==> config.mk <==
export PLATFORM = sky130hd
export DESIGN_NAME = euclidean_distance_engine
export DESIGN_NICKNAME = d
export VERILOG_FILES = /design/src/sv/eucl_pkg.sv /design/src/sv/eucl_ctrl.sv /design/src/sv/eucl_datapath.sv /design/src/sv/euclidean_distance_engine.sv
export SDC_FILE = /design/constraint.sdc
export NUM_CORES = 1
export LEC_CHECK = 0
export BUFFER_PORTS_ARGS = -buffer_cell sky130_fd_sc_hd__buf_2
export CAP_MARGIN = 10
export CELL_PAD_IN_SITES_DETAIL_PLACEMENT = 0
export CELL_PAD_IN_SITES_GLOBAL_PLACEMENT = 1
export CORE_ASPECT_RATIO = 0.9
export CORE_UTILIZATION = 50
export CTS_CLUSTER_DIAMETER = 80
export DETAILED_ROUTE_END_ITERATION = 12
export PLACE_DENSITY_LB_ADDON = 0.1
export SYNTH_ARGS = -nofsm -noshare
export SYNTH_HDL_FRONTEND = slang
export SYNTH_SLANG_ARGS = --single-unit
==> constraint.sdc <==
create_clock -name clk -period 10.45 [get_ports clk]
set_clock_uncertainty 0.05 [all_clocks]
set_input_delay 0.5225 -clock clk [delete_from_list [all_inputs] [get_ports clk]]
set_output_delay 0.5225 -clock clk [all_outputs]
set_load 0.02 [all_outputs]
==> src/sv/eucl_pkg.sv <==
// ----------------------------------------------------------------------------
// eucl_pkg
// Shared widths, constants and the command and status types that pass
// between the controller and the datapath of the L2 distance engine.
// ----------------------------------------------------------------------------
package eucl_pkg;

    localparam int ELEM_W = 16;
    localparam int DIFF_W = ELEM_W + 1;
    localparam int MAG_W  = ELEM_W;
    localparam int SQ_W   = 2 * MAG_W;
    localparam int SUM_W  = 48;
    localparam int DIST_W = SUM_W / 2;

    // Highest trial bit of the bitwise square root: the top even bit position.
    localparam logic [SUM_W-1:0] ROOT_BIT_INIT = SUM_W'(1) << (SUM_W - 2);

    typedef struct packed {
        logic idle;
        logic capture;
        logic square;
        logic accumulate;
        logic root_step;
        logic out_load;
    } eucl_cmd_t;

    typedef struct packed {
        logic last_pending;
        logic root_done;
        logic out_blocked;
    } eucl_status_t;

endpackage

==> src/sv/eucl_ctrl.sv <==
// ----------------------------------------------------------------------------
// eucl_ctrl
// Controller state machine: sequences capture, squaring, accumulation,
// the square root iterations and the hand-over to the output register.
// ----------------------------------------------------------------------------
module eucl_ctrl
(
    input  logic                   clk,
    input  logic                   rst_n,
    input  logic                   in_valid,
    input  eucl_pkg::eucl_status_t status,
    output eucl_pkg::eucl_cmd_t    cmd
);

    localparam logic [2:0] ST_IDLE   = 3'd0;
    localparam logic [2:0] ST_SQUARE = 3'd1;
    localparam logic [2:0] ST_ACCUM  = 3'd2;
    localparam logic [2:0] ST_ROOT   = 3'd3;
    localparam logic [2:0] ST_DONE   = 3'd4;

    logic [2:0] state_reg;
    logic [2:0] state_next;

    always_comb
    begin
        state_next     = state_reg;
        cmd            = '0;
        case (state_reg)
            ST_IDLE:
            begin
                cmd.idle    = 1'b1;
                cmd.capture = in_valid;
                if (in_valid)
                begin
                    state_next = ST_SQUARE;
                end
            end
            ST_SQUARE:
            begin
                cmd.square = 1'b1;
                state_next = ST_ACCUM;
            end
            ST_ACCUM:
            begin
                cmd.accumulate = 1'b1;
                state_next     = status.last_pending ? ST_ROOT : ST_IDLE;
            end
            ST_ROOT:
            begin
                cmd.root_step = 1'b1;
                if (status.root_done)
                begin
                    state_next = ST_DONE;
                end
            end
            ST_DONE:
            begin
                // Wait here only while the previous result is still held.
                if (!status.out_blocked)
                begin
                    cmd.out_load = 1'b1;
                    state_next   = ST_IDLE;
                end
            end
            default:
            begin
                state_next = ST_IDLE;
            end
        endcase
    end

    always_ff @(posedge clk or negedge rst_n)
    begin
        if (!rst_n)
        begin
            state_reg <= ST_IDLE;
        end
        else
        begin
            state_reg <= state_next;
        end
    end

endmodule

==> src/sv/eucl_datapath.sv <==
// ----------------------------------------------------------------------------
// eucl_datapath
// Difference, square, saturating 48-bit accumulator, bitwise square root
// unit (one result bit per cycle) and the output register.
// ----------------------------------------------------------------------------
module eucl_datapath
(
    input  logic                                  clk,
    input  logic                                  rst_n,
    input  eucl_pkg::eucl_cmd_t                   cmd,
    output eucl_pkg::eucl_status_t                status,
    input  logic signed [eucl_pkg::ELEM_W-1:0]    a_value,
    input  logic signed [eucl_pkg::ELEM_W-1:0]    b_value,
    input  logic                                  last,
    input  logic                                  out_stall,
    output logic                                  out_valid,
    output logic        [eucl_pkg::DIST_W-1:0]    distance,
    output logic                                  saturated
);

    logic signed [eucl_pkg::DIFF_W-1:0] diff_reg;
    logic                               last_reg;
    logic        [eucl_pkg::SQ_W-1:0]   sq_reg;
    logic        [eucl_pkg::SUM_W-1:0]  sum_reg;
    logic        [eucl_pkg::SUM_W-1:0]  sum_next;
    logic                               ovf_reg;
    logic                               ovf_next;
    logic        [eucl_pkg::SUM_W-1:0]  rem_reg;
    logic        [eucl_pkg::SUM_W-1:0]  root_reg;
    logic        [eucl_pkg::SUM_W-1:0]  bit_reg;
    logic                               sat_hold_reg;
    logic                               out_valid_reg;
    logic                               out_valid_next;
    logic        [eucl_pkg::DIST_W-1:0] distance_reg;
    logic                               saturated_reg;

    logic signed [eucl_pkg::DIFF_W-1:0] diff_in;
    logic        [eucl_pkg::DIFF_W-1:0] mag_wide;
    logic        [eucl_pkg::MAG_W-1:0]  mag;
    logic        [eucl_pkg::SUM_W:0]    sum_ext;
    logic                               carry;
    logic        [eucl_pkg::SUM_W-1:0]  sum_sat;
    logic        [eucl_pkg::SUM_W:0]    trial;
    logic                               fits;

    assign diff_in  = eucl_pkg::DIFF_W'(a_value) - eucl_pkg::DIFF_W'(b_value);
    assign mag_wide = diff_reg[eucl_pkg::DIFF_W-1] ? eucl_pkg::DIFF_W'(-diff_reg)
                                                   : eucl_pkg::DIFF_W'(diff_reg);
    assign mag      = mag_wide[eucl_pkg::MAG_W-1:0];

    // A carry out of the 48-bit sum means the sum would pass its range.
    assign sum_ext  = {1'b0, sum_reg} + {{(eucl_pkg::SUM_W + 1 - eucl_pkg::SQ_W){1'b0}}, sq_reg};
    assign carry    = sum_ext[eucl_pkg::SUM_W];
    assign sum_sat  = carry ? {eucl_pkg::SUM_W{1'b1}} : sum_ext[eucl_pkg::SUM_W-1:0];

    assign trial    = {1'b0, root_reg} + {1'b0, bit_reg};
    assign fits     = ({1'b0, rem_reg} >= trial);

    always_comb
    begin
        sum_next = sum_reg;
        ovf_next = ovf_reg;
        if (cmd.accumulate)
        begin
            if (last_reg)
            begin
                sum_next = '0;
                ovf_next = 1'b0;
            end
            else
            begin
                sum_next = sum_sat;
                ovf_next = ovf_reg | carry;
            end
        end
    end

    always_comb
    begin
        out_valid_next = out_valid_reg;
        if (cmd.out_load)
        begin
            out_valid_next = 1'b1;
        end
        else if (!out_stall)
        begin
            out_valid_next = 1'b0;
        end
    end

    always_ff @(posedge clk or negedge rst_n)
    begin
        if (!rst_n)
        begin
            sum_reg       <= '0;
            ovf_reg       <= 1'b0;
            out_valid_reg <= 1'b0;
        end
        else
        begin
            sum_reg       <= sum_next;
            ovf_reg       <= ovf_next;
            out_valid_reg <= out_valid_next;
        end
    end

    always_ff @(posedge clk)
    begin
        if (cmd.capture)
        begin
            diff_reg <= diff_in;
            last_reg <= last;
        end
        if (cmd.square)
        begin
            sq_reg <= mag * mag;
        end
        if (cmd.accumulate && last_reg)
        begin
            rem_reg      <= sum_sat;
            root_reg     <= '0;
            bit_reg      <= eucl_pkg::ROOT_BIT_INIT;
            sat_hold_reg <= ovf_reg | carry;
        end
        if (cmd.root_step)
        begin
            if (fits)
            begin
                rem_reg  <= rem_reg - trial[eucl_pkg::SUM_W-1:0];
                root_reg <= (root_reg >> 1) + bit_reg;
            end
            else
            begin
                root_reg <= root_reg >> 1;
            end
            bit_reg <= bit_reg >> 2;
        end
        if (cmd.out_load)
        begin
            distance_reg  <= root_reg[eucl_pkg::DIST_W-1:0];
            saturated_reg <= sat_hold_reg;
        end
    end

    assign status.last_pending = last_reg;
    assign status.root_done    = bit_reg[0];
    assign status.out_blocked  = out_valid_reg & out_stall;

    assign out_valid = out_valid_reg;
    assign distance  = distance_reg;
    assign saturated = saturated_reg;

endmodule

==> src/sv/euclidean_distance_engine.sv <==
// ----------------------------------------------------------------------------
// euclidean_distance_engine
// Euclidean (L2) distance between two streamed fixed-point vectors.
// ----------------------------------------------------------------------------
// Usage: each input item carries one element pair (a_value, b_value, both
// signed 16-bit in a shared scale) and a last marker. The block squares the
// difference and adds it to a saturating 48-bit running sum. On the item
// marked last it returns one result item: distance, the floor of the square
// root of the sum in the element scale, and saturated, set when the sum hit
// its 48-bit ceiling for that vector. The sum then clears for the next vector.
// An item not marked last passes capture, square and accumulate before the
// next item is taken. An item marked last also passes the square root steps
// and the hand-over to the output register before the next item is taken;
// the square root unit resolves one result bit per cycle, 24 bits in all,
// and the hand-over waits while an earlier result is still stalled.
// The result is held in an output register, so the next vector streams in
// while it waits; only a further result blocks when the receiver stalls.
// Reset (rst_n low, asynchronous) clears the sum, the overflow flag, the
// controller and out_valid.
// ----------------------------------------------------------------------------
module euclidean_distance_engine
(
    input  logic                                  clk,
    input  logic                                  rst_n,
    input  logic                                  in_valid,
    output logic                                  in_stall,
    input  logic signed [eucl_pkg::ELEM_W-1:0]    a_value,
    input  logic signed [eucl_pkg::ELEM_W-1:0]    b_value,
    input  logic                                  last,
    output logic                                  out_valid,
    input  logic                                  out_stall,
    output logic        [eucl_pkg::DIST_W-1:0]    distance,
    output logic                                  saturated
);

    eucl_pkg::eucl_cmd_t    cmd;
    eucl_pkg::eucl_status_t status;

    // The controller sequences every item; the datapath only acts on commands.
    eucl_ctrl u_ctrl
    (
        .clk      (clk),
        .rst_n    (rst_n),
        .in_valid (in_valid),
        .status   (status),
        .cmd      (cmd)
    );

    eucl_datapath u_datapath
    (
        .clk       (clk),
        .rst_n     (rst_n),
        .cmd       (cmd),
        .status    (status),
        .a_value   (a_value),
        .b_value   (b_value),
        .last      (last),
        .out_stall (out_stall),
        .out_valid (out_valid),
        .distance  (distance),
        .saturated (saturated)
    );

    // Items are taken only while the controller is idle.
    assign in_stall = ~cmd.idle;

    // An accepted item keeps the block busy for at least the following cycle.
    assert property (@(posedge clk) disable iff (!rst_n)
        in_valid && !in_stall |=> in_stall)
        else $error("item accepted on back-to-back cycles");

    // A saturated sum always gives the largest distance.
    assert property (@(posedge clk) disable iff (!rst_n)
        out_valid && saturated |-> distance == {eucl_pkg::DIST_W{1'b1}})
        else $error("saturated result without full-scale distance");

    // A new result is loaded only when no earlier result is still waiting.
    assert property (@(posedge clk) disable iff (!rst_n)
        cmd.out_load |-> !(out_valid && out_stall))
        else $error("result overwritten while stalled");

endmodule
After elaboration in Yosys (flattened, before gate mapping). Index checks and enable logic that the tools add are counted.

Output and inout port bits: 27. Bits of input ports: 37. Logic and storage cells: 62. Flip-flop bits (word level): 249.

Order comparisons: 1. Multiply operators: 1. Reduce and logical (&&, ||, !) cells: 4. Eq/ne operators: 8. Muxes and demuxes: 25. Bitwise logic cells: 3. Add/subtract/negate cells: 6.

Operators with widths (count): 2-to-1 mux 48 bit (8); 2-to-1 mux 45 bit (2); adder 48 x 32 -> 49 bit (1); adder 48 x 47 -> 49 bit (1); greater-or-equal comparator 48 x 49 -> 1 bit (1); adder 47 x 47 -> 48 bit (1); subtractor 48 bit (1); multiplier 16 x 16 -> 32 bit (1); subtractor 16 x 16 -> 17 bit (1); 2-to-1 mux 16 bit (1); negation 16 bit (1); one-hot mux 3 bit (5 select lines) (1); 2-to-1 mux 3 bit (3); 2-to-1 mux 1 bit (8); equality test 3 x 2 -> 1 bit, second input constant (2); 2-to-1 mux 2 bit (2); inequality test 2 x 1 -> 1 bit, second input constant (2); inequality test 2 bit, second input constant (2); equality test 3 x 1 -> 1 bit, second input constant (1); equality test 3 bit, second input constant (1); zero test 3 bit (1); AND reduction 3 bit (1); nonzero test 2 bit (1); AND 1 bit (1); other kinds (3) (3).

Longest topological paths before layout. Gate-level depths: netlist of run 1.

Word-level depth: 6. Mapped depth: 34.

Cells and area by module. From an unflattened synthesis of run 1, not the netlist that was laid out.

Cell total of the unflattened synthesis: 2882. Area total of the unflattened synthesis: 25757.2 µm².

By module, submodules not included: eucl_datapath (cells an instance 2857, sequential area each 6616.3 µm², area an instance 25550.8 µm², instances 1); eucl_ctrl (cells an instance 24, sequential area each 75.1 µm², area an instance 202.7 µm², instances 1); euclidean_distance_engine (cells an instance 1, sequential area each 0.0 µm², area an instance 3.8 µm², instances 1).

Worst setup path before layout of run 1. No wires, ideal clock.

Path type: register to register. Start point: register u_datapath.diff_reg[0] in the netlist's numbering. End point: register u_datapath.sq_reg[30] in the netlist's numbering, data pin. Setup slack: 2586 ps. Path buffers: 1. Data required time: 10132 ps. Stages on the path, launching flop included: 28. Setup time: 268 ps. Arrival: 7545 ps. Cells stage by stage: edfxtp_1 -> inv_2 -> nand2_1 -> or4_1 -> nand2b_1 -> or3_1 -> o31a_1 -> xnor2_1 -> clkbuf_1 -> nor2_1 -> fa_1 -> fa_1 -> fa_1 -> fa_1 -> fa_1 -> inv_1 -> fa_1 -> inv_1 -> ha_1 -> nand3_1 -> a2111oi_0 -> o21ai_0 -> a31oi_1 -> o211a_1 -> o21a_1 -> o21ai_0 -> a211oi_1 -> xor2_1.

Cells in the longest elaborated chain, start to end: 3.

RTL lines: from (decl) (line eucl_datapath.sv:21) `logic signed [eucl_pkg::DIFF_W-1:0] diff_reg;`; from (signal assigned) (line eucl_datapath.sv:111) `diff_reg <= diff_in;`; negation 16 bit (line eucl_datapath.sv:47) `assign mag_wide = diff_reg[eucl_pkg::DIFF_W-1] ? eucl_pkg::DIFF_W'(-diff_reg)`; 2-to-1 mux 16 bit (*) (line eucl_datapath.sv:47); multiplier 16 x 16 -> 32 bit (*) (line eucl_datapath.sv:116) `sq_reg <= mag * mag;`; to (signal assigned) (line eucl_datapath.sv:116); to (decl) (line eucl_datapath.sv:23) `logic [eucl_pkg::SQ_W-1:0] sq_reg;`.

Mark *: on every way between the ends. The rest lies on a longest branch, timed or not. A chain may end at the register's enable or synchronous reset.

Worst setup path after layout of run 1.
Start point: register u_datapath.diff_reg[0] in the netlist's numbering. End point: register u_datapath.sq_reg[29] in the netlist's numbering, data pin.

The elaborated chain is that of the path after synthesis.

==> results.sh, run 1 <==
export IMPL_outcome="finished, violations left"
export IMPL_violations="negative hold slack"
export IMPL_worstMarginPinSlew_ns=1.052
export IMPL_start_util_pct=50.73
export IMPL_r2r_setup_slack_ns=1.44
export IMPL_slowest_delay_ns=0.87
export IMPL_ys_seq_area_share_pct=26.79
export IMPL_n_antenna_cell=0
export IMPL_startpoint_type="flip-flop"
export IMPL_top_level_ports=64
export IMPL_grt_pass1_vias=20340
export IMPL_finalCritPeriodShare_pct=86.22
export IMPL_holdCritPathClass="primary input to async pin"
export IMPL_cp_slowest_cell="xor2_1"
export IMPL_synth_top_cell_area_share_pct=17.56
export IMPL_num_rows=77
export IMPL_yosys_area_top_type="edfxtp_1"
export IMPL_die_w_um=237.6
export IMPL_gp_congestion=0.9629
export IMPL_syn_avg_cell_area_um2=8.887
export IMPL_wire_per_inst_um=18.34
export IMPL_relSlewSlack_pct=29.63
export IMPL_wl_met3_um=2083
export IMPL_wl_met1_um=28710
export IMPL_highest_layer="met4"
export IMPL_coreArea_um2=49230
export IMPL_cts_buffers=30
export IMPL_die_y_um=214.0
export IMPL_vias=20150
export IMPL_cp_end_kind="flip-flop"
export IMPL_drt_initial_drc_count=1187
export IMPL_grt_max_degree=72
export IMPL_gr_usage_all_layers_pct=25.69
export IMPL_antenna_found_initial=1
export IMPL_viasPerCell=5.695
export IMPL_synth_area_top_cells="edfxtp_1 (18%), fa_1 (13%), ha_1 (12%)"
export IMPL_finalSetupViolCount=0
export IMPL_drive_above_1_share_pct=6.555
export IMPL_clk_latency_ns=0.61
export IMPL_crit_path_start="u_datapath.diff_reg[0]$_DFFE_PP_"
export IMPL_cts_max_path_buffers=3
export IMPL_seqCellArea_um2=6691
export IMPL_worst_setup_path_type="flip-flop to flip-flop"
export IMPL_cts_tree="built"
export IMPL_dp_hpwl_um=50930
export IMPL_drc=0
export IMPL_firstDrtPassIters=5
export IMPL_dr_wl_met2_um=32080
export IMPL_postLayoutCellArea_um2=26960
export IMPL_ys_ff_latch=248
export IMPL_fin_nets=3292
export IMPL_cts_root_buf="clkbuf_16"
export IMPL_ys_warn_count=0
export IMPL_cts_resized=0
export IMPL_r2r_end="u_datapath.sq_reg[29]$_DFFE_PP_"
export IMPL_die_area_um2=50840
export IMPL_rr_worst_depth=30
export IMPL_async_reset_ff_share_pct=21.37
export IMPL_critPathMostFrequentCell="fa_1"
export IMPL_syn_to_final_growth_pct=7.976
export IMPL_slew_viol_final=0
export IMPL_yosysUniqueCellTypes=86
export IMPL_r2r_start="u_datapath.diff_reg[0]$_DFFE_PP_"
export IMPL_syn_instance_count=2810
export IMPL_htree_levels=1
export IMPL_fin_crit_ns=9.010
export IMPL_fill_cells=4556
export IMPL_rsz0062_at_grt="false"
export IMPL_synth_edf_count=146
export IMPL_drt_antenna_violating_nets=0
export IMPL_cts_hold_repair_buffers=0
export IMPL_yosys_most_used_dff="edfxtp_1"
export IMPL_clock_sinks=248
export IMPL_grt_pass1_wl_um=105700
export IMPL_critPathArrivalTime_ns=9.30
export IMPL_io_buffer_count=63
export IMPL_crit_fanout=18
export IMPL_timing_setup_tns_ns=0
export IMPL_timing_hold_ws_ns=-0.002432
export IMPL_required_ns=10.74
export IMPL_max_cap_violations=0
export IMPL_syn_nets=3258
export IMPL_wl_um=64920
export IMPL_max_freq_mhz=111.0
export IMPL_syn_area_um2=24970
export IMPL_place_area_um2=26000
export IMPL_multi_input_area_um2=16720
export IMPL_gr_total_overflow=0
export IMPL_post_cts_buffers=0
export IMPL_clkSlewWorstSetupHoldPaths_ns=0.06
export IMPL_finalHoldViolations=4
[Yosys cell counts (all sizes together), types with 49 or more instances]
library cell	count
a21oi	187
dfxtp	49
o21ai	171
fa	168
ha	243
nor2	260
xor2	91
dfrtp	53
inv	311
a31oi	54
clkbuf	64
a21o	64
xnor2	124
nand2	260
edfxtp	146
[how the worst max path moves through the flow]
stage,endpoint,depth (start not counted)
2_1_floorplan,u_datapath.sq_reg[30]$_DFFE_PP_,27
3_3_place_gp,u_datapath.sq_reg[29]$_DFFE_PP_,30
3_5_place_dp,u_datapath.sq_reg[29]$_DFFE_PP_,30
4_1_cts,u_datapath.sq_reg[29]$_DFFE_PP_,30
5_1_grt,u_datapath.sq_reg[30]$_DFFE_PP_,29
6_report,u_datapath.sq_reg[29]$_DFFE_PP_,30
[routing by layer]
layer	vias to the layer above	GRT usage [%]
li1	9874	-
met3	105	2.330
met2	417	45.70
met5	-	0
met1	9757	33.05
met4	0	7.527
[final cells by class]
| cell class | count | share of cell area (%) |
|---|---|---|
| inverter | 317 | 4.413 |
| multi-input combinational | 2152 | 62.01 |
| clock inverter | 17 | 0.5707 |
| sequential | 248 | 24.82 |
| timing repair buffer | 95 | 2.060 |
| clock buffer | 39 | 3.021 |
| tap | 671 | 3.114 |
[stage by stage]
stage	setup WS [ns]	std cells	util (%)
final	1.440	3539	54.77
after global routing	0.8588	3539	54.77
after CTS	1.373	3539	54.77
after detailed placement	1.404	3483	52.80
after global placement	1.650	3483	52.80
after floorplan	2.586	2810	-
[worst max-delay path: cells and delay by family, from the launching register on]
family	cells	cell delay, ns
flops	1	0.45
fa+ha+maj	8	3.49
xor+xnor	3	1.24
simple gates	8	1.37
compound gates	6	1.65
buf+inv	5	0.50
[cell usage in the layout, fill, tap and decap left out, types with 22 or more instances in the layout]
| cell type | n |
|---|---|
| inv_1 | 309 |
| nand2_1 | 259 |
| nor2_1 | 254 |
| ha_1 | 243 |
| a21oi_1 | 184 |
| fa_1 | 168 |
| o21ai_0 | 160 |
| edfxtp_1 | 146 |
| xnor2_1 | 124 |
| xor2_1 | 90 |
| a21o_1 | 64 |
| buf_2 | 63 |
| dfrtp_1 | 53 |
| a31oi_1 | 52 |
| dfxtp_1 | 49 |
| a211oi_1 | 45 |
| nand4_1 | 38 |
| nand3_1 | 36 |
| nor3_1 | 33 |
| buf_4 | 32 |
| clkbuf_16 | 30 |
| and2_1 | 28 |
| nand2b_1 | 26 |
| nor2b_1 | 26 |
| o21a_1 | 24 |
| o21bai_1 | 22 |
[cell families (layout without fill, tap and decap cells)]
kind of cell | after synthesis | after routing | synth area share (%)
AOI/OAI and AO/OA | 725 | 725 | 18.70
adders and majority gates | 411 | 411 | 25.64
xor gates and xnor gates | 215 | 215 | 7.571
DFF | 248 | 248 | 26.79
muxes | 9 | 9 | 0.3608
and+or+nand+nor | 792 | 792 | 14.54
buffers and inverters | 410 | 468 | 6.388
Power of run 1 is left out: the tool's default activity adds up to more than one toggle a clock period on the data nets, which glitch-free logic cannot reach.
==> run 2, diff against run 1 <==
--- a/config.mk
+++ b/config.mk
@@ -10,10 +10,12 @@
 export CELL_PAD_IN_SITES_DETAIL_PLACEMENT = 0
 export CELL_PAD_IN_SITES_GLOBAL_PLACEMENT = 1
 export CORE_ASPECT_RATIO = 0.9
-export CORE_UTILIZATION = 50
+export CORE_UTILIZATION = 51
 export CTS_CLUSTER_DIAMETER = 80
 export DETAILED_ROUTE_END_ITERATION = 12
 export PLACE_DENSITY_LB_ADDON = 0.1
+export RECOVER_POWER = 50
 export SYNTH_ARGS = -nofsm -noshare
 export SYNTH_HDL_FRONTEND = slang
+export SYNTH_HIERARCHICAL = 1
 export SYNTH_SLANG_ARGS = --single-unit
==> run 2 against run 1 <==
Net effect:
- the flow finishes with violations (max-capacitance violations, max-slew violations)
- critical endpoint is now u_datapath/sq_reg[30]$_DFFE_PP_
- first-iteration DRC count increased by 26%
- final cell count grew 2.1%
- synthesized area rose by 3.1%
- design area up 3.0%
- worst setup slack better by 0.046 ns
- synthesized cell count is 2.6% higher
- via count grew 6.1%
- maximum frequency up 0.51%
- worst hold slack better by 0.12 ns
==> results.sh, run 2 <==
export IMPL_yosys_top_cells_count="inv_1 (320), ha_1 (243), nor2_1 (236)"
export IMPL_synth_area_top_cells="edfxtp_1 (17%), fa_1 (13%), ha_1 (12%)"
export IMPL_coreArea_um2=49520
export IMPL_finalCritPeriodShare_pct=85.78
export IMPL_grt_pass1_wl_um=111000
export IMPL_final_cell_mix="inv_1 (321), ha_1 (243), nor2_1 (234)"
export IMPL_post_cts_buffers=0
export IMPL_min_from="last"
export IMPL_synth_edf_count=146
export IMPL_synth_most_common_cell="inv_1"
export IMPL_die_y_um=215.2
export IMPL_finalHoldViolations=0
export IMPL_timing_setup_tns_ns=0
export IMPL_cts_hold_repair_buffers=0
export IMPL_yosys_most_used_dff="edfxtp_1"
export IMPL_slowest_delay_ns=0.62
export IMPL_drc=0
export IMPL_met2_usage_pct=41.52
export IMPL_grt_use_met1_pct=39.55
export IMPL_die_area_um2=51410
export IMPL_drive_above_1_share_pct=6.562
export IMPL_num_rows=77
export IMPL_final_common_cell="inv_1"
export IMPL_cts_max_path_buffers=3
export IMPL_grt_max_degree=72
export IMPL_gp_congestion=0.9454
export IMPL_syn_to_final_growth_pct=7.865
export IMPL_async_reset_ff_share_pct=21.37
export IMPL_critPathMostFrequentCell="inv_1"
export IMPL_max_freq_mhz=111.6
export IMPL_crit_fanout=10
export IMPL_syn_instance_count=2882
export IMPL_drt_initial_drc_count=1500
export IMPL_drt_antenna_violating_nets=0
export IMPL_crit_family="adder cells"
export IMPL_vias=21380
export IMPL_syn_area_um2=25760
export IMPL_io_buffer_count=63
export IMPL_max_cap_violations=6
export IMPL_grt_busiest_layer="met2"
export IMPL_critPathArrivalTime_ns=9.21
export IMPL_clkSlewWorstSetupHoldPaths_ns=0.05
export IMPL_synth_top_cell_area_share_pct=17.02
export IMPL_antenna_found_initial=2
export IMPL_wire_per_inst_um=18.77
export IMPL_n_antenna_cell=0
export IMPL_cts_tree="built"
export IMPL_violations="max-capacitance violations, max-slew violations"
export IMPL_startpoint_type="flip-flop"
export IMPL_die_w_um=238.9
export IMPL_clk_latency_ns=0.55
export IMPL_crit_path_start="u_datapath/diff_reg[0]$_DFFE_PP_"
export IMPL_viasPerCell=5.920
export IMPL_grt_pass1_vias=21340
export IMPL_finalSetupViolCount=0
export IMPL_clock_sinks=248
export IMPL_firstDrtPassIters=5
export IMPL_cts_root_buf="clkbuf_16"
export IMPL_use_met3_pct=3.879
export IMPL_cts_resized=0
export IMPL_ys_seq_area_share_pct=25.98
export IMPL_cp_num_buf_inv=9
export IMPL_yosysUniqueCellTypes=100
export IMPL_cp_slowest_cell="clkinv_1"
export IMPL_top_level_ports=64
export IMPL_syn_nets=3329
export IMPL_ys_warn_count=6
export IMPL_relSlewSlack_pct=-124.1
export IMPL_wl_um=67810
export IMPL_required_ns=10.69
export IMPL_gr_usage_all_layers_pct=26.97
export IMPL_ys_ff_latch=248
export IMPL_syn_avg_cell_area_um2=8.937
export IMPL_dp_hpwl_um=52730
export IMPL_slew_viol_final=290
export IMPL_outcome="finished, violations left"
export IMPL_htree_levels=2
export IMPL_rsz0062_at_grt="false"
export IMPL_fin_crit_ns=8.964
export IMPL_worst_setup_path_type="flip-flop to flip-flop"
export IMPL_cp_end_kind="flip-flop"
export IMPL_cts_buffers=34
export IMPL_yosys_area_top_type="edfxtp_1"
export IMPL_worstMarginPinSlew_ns=3.362
export IMPL_fin_nets=3362
export IMPL_gr_total_overflow=0
export IMPL_r2r_start="u_datapath/diff_reg[0]$_DFFE_PP_"
export IMPL_start_util_pct=52.01
export IMPL_holdCritPathClass="primary input to flip-flop"
==> run 2: worst paths after layout <==
path	slack, ns	cells after the start	endpoint
setup / recovery	1.49	32	u_datapath/sq_reg[30]$_DFFE_PP_
hold / removal	0.12	1	u_datapath/last_reg$_DFFE_PP_
setup reg to reg	1.49	32	u_datapath/sq_reg[30]$_DFFE_PP_
hold reg to reg	0.44	1	u_datapath/sum_reg[8]$_DFFE_PN0P_
max in group asynchronous	7.25	2	u_datapath/sum_reg[44]$_DFFE_PN0P_
min in group asynchronous	1.13	2	u_datapath/sum_reg[4]$_DFFE_PN0P_
==> run 2: stage by stage <==
step / worst slack [ns] / area, um2 / std cells / hold WS, ns / utilization [%]
finish: 1.486 / 27780 / 3612 / 0.1221 / 56.10
global route: 0.7801 / 27780 / 3612 / 0.1115 / 56.10
CTS: 1.587 / 27850 / 3611 / 0.09191 / 56.25
detailed placement: 1.612 / 26710 / 3549 / 0.4166 / 53.94
global placement: 1.858 / 26710 / 3549 / 0.4181 / 53.94
floorplan: 2.199 / 25760 / 2882 / 0.1769 / -
==> run 2: layer usage <==
layer	routed length, um	vias to the layer above
met5	0	-
met4	1417	0
met3	3972	97
li1	-	10280
met2	29550	576
met1	32870	10430
==> run 2: final cells by class <==
class | count | area, um2
clock inverter | 17 | 176.4
sequential | 248 | 6691
timing repair buffer | 94 | 503.0
tap | 671 | 839.6
fill | 4612 | 21740
inverter | 330 | 1239
clock buffer | 45 | 964.7
multi-input combinational | 2207 | 17370
==> run 2: cells by family after synthesis <==
| group | count (synthesis) | synth area share (%) |
|---|---|---|
| buf+inv | 427 | 6.670 |
| xor+xnor | 196 | 6.665 |
| flops | 248 | 25.98 |
| simple gates | 815 | 15.08 |
| mux | 23 | 0.9667 |
| fa+ha+maj | 410 | 24.78 |
| compound gates | 763 | 19.86 |
Power of run 2 is left out for the same reason.
